<file path="src/design/asgp_pkg.sv">
// ----------------------------------------------------------------------------
// asgp_pkg
// Shared sizes, item types and the job store request for the gap placer.
// ----------------------------------------------------------------------------
package asgp_pkg;

    // Table sizes
    localparam int MAX_JOBS            = 64;
    localparam int MAX_MACHINES        = 16;
    localparam int MAX_OPS_PER_MACHINE = 64;

    // Derived widths
    localparam int JOB_W  = (MAX_JOBS > 1) ? $clog2(MAX_JOBS) : 1;
    localparam int MACH_W = (MAX_MACHINES > 1) ? $clog2(MAX_MACHINES) : 1;
    localparam int OPS_W  = (MAX_OPS_PER_MACHINE > 1) ? $clog2(MAX_OPS_PER_MACHINE) : 1;
    localparam int CNT_W  = $clog2(MAX_OPS_PER_MACHINE + 1);
    localparam int TBL_DEPTH = MAX_MACHINES * MAX_OPS_PER_MACHINE;
    localparam int TBL_AW = (TBL_DEPTH > 1) ? $clog2(TBL_DEPTH) : 1;
    localparam int TIME_W = 32;

    // One operation to place
    typedef struct packed {
        logic        new_schedule;
        logic [5:0]  job_index;
        logic [3:0]  machine_index;
        logic [15:0] processing_time;
    } op_t;

    // One placement result
    typedef struct packed {
        logic [31:0] start_time;
        logic [31:0] end_time;
        logic [31:0] makespan;
        logic        overflow;
    } result_t;

    // Request to the job end store
    typedef struct packed {
        logic              clear;
        logic              rd_en;
        logic [JOB_W-1:0]  rd_addr;
        logic              wr_en;
        logic [JOB_W-1:0]  wr_addr;
        logic [TIME_W-1:0] wr_data;
    } job_req_t;

endpackage

</file>
<file path="src/design/asgp_job_store.sv">
// ----------------------------------------------------------------------------
// asgp_job_store
// End time of each job's latest operation: a synchronous memory with one
// valid bit per entry, so that a new schedule clears every job at once.
// ----------------------------------------------------------------------------
module asgp_job_store (
    input  logic                             clk,
    input  logic                             rst_n,
    input  asgp_pkg::job_req_t               req,
    output logic [asgp_pkg::TIME_W-1:0]      rd_data
);

    logic [asgp_pkg::TIME_W-1:0]   mem [asgp_pkg::MAX_JOBS];
    logic [asgp_pkg::MAX_JOBS-1:0] valid_reg;
    logic [asgp_pkg::TIME_W-1:0]   rd_reg;
    logic                          hit_reg;

    // Write and read the memory, registered read data
    always_ff @(posedge clk)
    begin
        if (req.wr_en)
        begin
            mem[req.wr_addr] <= req.wr_data;
        end
        if (req.rd_en)
        begin
            rd_reg <= mem[req.rd_addr];
        end
    end

    // Track written entries; drop them all on clear
    always_ff @(posedge clk or negedge rst_n)
    begin
        if (!rst_n)
        begin
            valid_reg <= '0;
            hit_reg   <= 1'b0;
        end
        else
        begin
            if (req.clear)
            begin
                valid_reg <= '0;
            end
            else if (req.wr_en)
            begin
                valid_reg[req.wr_addr] <= 1'b1;
            end
            if (req.rd_en)
            begin
                hit_reg <= valid_reg[req.rd_addr];
            end
        end
    end

    // An entry not written in this schedule reads as zero
    assign rd_data = hit_reg ? rd_reg : '0;

endmodule

</file>
<file path="config.mk">
export PLATFORM = sky130hd
export DESIGN_NAME = asgp_job_store
export DESIGN_NICKNAME = d
export VERILOG_FILES = /design/src/design/asgp_pkg.sv /design/src/design/asgp_job_store.sv
export SDC_FILE = /design/constraint.sdc
export NUM_CORES = 2
export LEC_CHECK = 0
export ABC_AREA = 1
export CORE_UTILIZATION = 25
export CTS_CLUSTER_DIAMETER = 100
export DETAILED_ROUTE_END_ITERATION = 7
export DONT_BUFFER_PORTS = 1
export SYNTH_ARGS = -nofsm -noshare
export SYNTH_HDL_FRONTEND = slang
export SYNTH_SLANG_ARGS = --single-unit
</file>
<file path="constraint.sdc">
create_clock -name clk -period 1.4 [get_ports clk]
set_input_delay 0.35 -clock clk [delete_from_list [all_inputs] [get_ports clk]]
set_output_delay 0.35 -clock clk [all_outputs]
set_load 0.005 [all_outputs]
</file>
; Word-level counts from Yosys, hierarchy flattened
; Memories as Yosys holds them, arrays and structs flattened. A register that Yosys moved wholly into a read port is not among the register bits.
; Index checks and enable logic that the tools add are counted.
[op_classes]
magnitude_cmp = 3
n_mux = 9
n_bitwise = 1
n_reduce_logical = 2
[op_table]
columns = cell, count
row1 = 64-bit two-way mux, 2
row2 = 64-bit OR, 1
row3 = 32-bit two-way mux, 1
row4 = 6-bit by 7-bit < comparator with 1-bit output (second input constant), 2
row5 = 1-bit binary-select mux with 6-bit select, 1
row6 = 1-bit demux with 6-bit select, 1
row7 = 6-bit by 1-bit >= comparator with 1-bit output (second input constant), 1
row8 = 1-bit two-way mux, 4
row9 = 2-bit nonzero test, 1
row10 = 1-bit logical AND, 1
[totals]
reg_bits = 65
ram_bits = 2048
output_inout_bits = 32
word_cells = 18
memories = 1
[mem_list]
columns = name, words, word_bits, rd, rd_ports_with_merged_regs, write_ports, line_no
row1 = mem, 64, 32, 1, 1, 1, asgp_job_store.sv:13  ; logic [asgp_pkg::TIME_W-1:0] mem [asgp_pkg::MAX_JOBS];

; Depth between registers and ports, before layout
[logic_depth]
ltp_word = 7
ltp_mapped = 13

; Worst setup path after synthesis
; OpenSTA, ideal clock, no wires.
[synth_path]
path_kind = in2reg
start = input port req[38] (netlist bit)
end = memory mem[55][0] (netlist bit), enable pin
setup_time_ns = 0.423
arrival_time_ns = 2.240
required_time_ns = 0.977
setup_slack_ns = -1.263
path_stages = 4
path_cell_list = clkinv_1 nor3_1 inv_1 nor2_1
[synth_via]
elab_chain_len = 2
[synth_lines]
columns = item, line_no
row1 = start: declaration, asgp_job_store.sv:9  ; input asgp_pkg::job_req_t req,
row2 = 1-bit two-way mux, asgp_job_store.sv:21  ; if (req.wr_en)
row3 = 1-bit two-way mux (implied by the code), asgp_job_store.sv:23  ; mem[req.wr_addr] <= req.wr_data;
row4 = end: declaration, asgp_job_store.sv:13
; No other way between the ends.

==> reports/metrics.cfg <==
[status]
outcome=complete, but fails checks
violations=negative hold slack, max-slew violations, negative setup slack

[timing]
fin_crit_sh_pct=497.3
relSlewSlack_pct=-472.1
tightest_slew_ps=8582
setup_viol=65
fin_skew_ps=43.67
holdWs_ps=-50.52
maxSlewViolCount=1217
timing.final.ws_setup_ps=-5562
max_freq_ghz=0.1436
period_needed_ps=6962
rsz0062_at_grt=yes
hold_viol_final=7

[clock_network]
numClockSinks=2145
htreeDepth=4
ctsHoldBuffers=78
root_buffer=clkbuf_16
cts_tree=done
cts_made_buffers=210
insertion_delay_ps=870
cts_buffer_depth=3
clkSlewWorstSetupHoldPaths_ps=60

[place]
place_area_sq_mm=0.09483
io_buffers=0
place.gp.congestion=0.8438
dp_hpwl_um=146400

[synth]
ys_top_cells_by_area=edfxtp_1 (73%), nand3_1 (8.8%), nand2_1 (8.0%)
yosys_warnings=0
postSynthCellCount=7083
avgSynthCellArea_sq_um=12.13
synth_top_area_share_pct=72.70
yosysUniqueCellTypes=18
yosys.area.top_type=edfxtp_1
synth-seq-cells=2145
synth_nets=7132
syn-cell-area_sq_mm=0.08592
yosysSeqAreaShare_pct=74.59

[grt]
grt-ovfl-total=0
grt_pass1_wl_um=398500
antenna_found_initial=13
grt_use_total_pct=15.53
grt_pass1_vias=56120
grt_max_degree=1122

[cells_and_area]
drive_gt1_share_pct=20.68
mostFrequentLayoutCell=edfxtp_1
largest_reg_flops=2048
final_cell_mix=edfxtp_1 (2080), nand2_1 (1648), nand3_1 (1166)
final_cell_area_sq_mm=0.1095
fin_nets=7460
area.growth.synth_to_final_pct=27.48
final_util_pct=32.13

[critical_path]
cp_num_buf_inv=1
critical_path.endpoint_type=register
path_cells=a21oi_1 > o21ai_0 > nand3_1 > nand2_1 > nand2_1 > nand3_1 > buf_4 > nand3_1 > nand2_1
cp.required_ps=2020
cp_top_family=compound AO/OA/AOI/OAI gates
crit_fanout=1121
crit_slowest_cell=a21oi_1
arrival_ps=7580
max_stage_delay_ps=1860
crit_path_start_kind=input pin
worstSetupPathType=input pin to register

[detailed_routing]
drc_errors=0
viasPerCell=4.893
drt_first_pass_iters=8
avgRoutedWirePerCell_um=23.10
wirelength_um=280200
ant_nets=0
num_vias=59370
detail_route.iter0.violations=7256

[worst_hold_path]
hold_path.class=input pin to register

[floorplan]
die_h_um=588.2
dieArea_sq_mm=0.3460
dieWidth_um=588.2
io_pins=81
rows=214
initial_core_util_pct=25.21
core_sq_mm=0.3409

[pwr]
p_total_uw=138600
leakage_uw=0.03797
vdd_drop_max_mv=1.019
p_per_area_mw_per_mm2=1265

[flow_run]
maxCapViolCount=0

==> path summary, 6_finish.rpt <==
check / from / endpoint / slack [ps] / cells after the start
setup / recovery: req[39] / rd_reg[11] / -5560 / 9
max in group asynchronous: rst_n / valid_reg[19] / 920 / 2
hold reg to reg: valid_reg[11] / valid_reg[11] / 500 / 2
setup reg to reg: mem[29][27] / rd_reg[27] / -690 / 10
hold / removal: req[43] / rd_reg[4] / -50 / 4
min in group asynchronous: rst_n / valid_reg[42] / 60 / 2
==> through the flow <==
stage / setup slack (ps) / hold WS [ps] / cells / setup TNS (ps)
after floorplan: -413.7 / 54.41 / 7083 / -800630
after global placement: -2013 / 72.79 / 11530 / -928240
after detailed placement: -2146 / 72.39 / 11530 / -931620
after CTS: -1027 / -130.8 / 12110 / -44820
after global routing: -1018 / -104.5 / 12130 / -53120
final: -5562 / -50.52 / 12130 / -196300
==> Yosys cell counts <==
master / instances
a21oi_1: 65
buf_1: 75
buf_2: 157
buf_4: 23
buf_6: 40
clkbuf_1: 175
clkinv_1: 2
dfrtp_1: 65
edfxtp_1: 2080
inv_1: 129
inv_2: 2
nand2_1: 1835
nand3_1: 1512
nor2_1: 460
nor3_1: 13
o21ai_0: 320
o21ai_1: 2
o22ai_1: 128
==> repair_timing <==
item | in CTS | in global routing
hold endpoints to repair | 2242 | 23
pin swaps | 133 | 237
endpoints found under the setup margin | 65 | 66
resized for setup | 617 | 497
buffers inserted | 81 | 27
gates cloned | 46 | 9
==> per-layer routing <==
| layer | global-route usage [%] | up-vias | wire [um] |
|---|---|---|---|
| met5 | 0 | - | 65 |
| met4 | 6.635 | 10 | 13210 |
| met3 | 2.682 | 511 | 26590 |
| met2 | 24.44 | 3124 | 128000 |
| met1 | 21.07 | 29750 | 112400 |
| li1 | - | 25980 | - |
==> logic make-up (layout without fill, tap and decap cells) <==
family | after synthesis | after routing | share of synthesized area (%)
other cells | 0 | 9 | 0
flops | 2145 | 2145 | 74.59
simple gates | 3820 | 3820 | 18.91
compound gates | 515 | 515 | 3.186
buf+inv | 603 | 1107 | 3.313
==> worst register-to-register path, delay by kind of cell, from the launching register on <==
family	cells	cell delay, ps
AOI/OAI and AO/OA	4	630
buffers and inverters	2	310
DFF	1	360
and+or+nand+nor	4	560
==> cell type report <==
type | instances | area (sq um)
clock buffer | 273 | 5584
fill | 33040 | 231300
timing repair buffer | 586 | 9250
antenna | 9 | 22.52
sequential | 2145 | 64090
clock inverter | 115 | 1212
multi-input combinational | 4335 | 23070
inverter | 133 | 625.6
tap | 4536 | 5675
==> report_power, final <==
| part | internal [uW] | leakage (uW) | switching [uW] | total, uW |
|---|---|---|---|---|
| registers | 71000 | 0.0196 | 321 | 71300 |
| clock network | 31800 | 0.00330 | 24400 | 56300 |
| logic | 4390 | 0.0150 | 6680 | 11100 |
| total | 107000 | 0.0380 | 31400 | 139000 |
(Power assumes the default switching activity.)
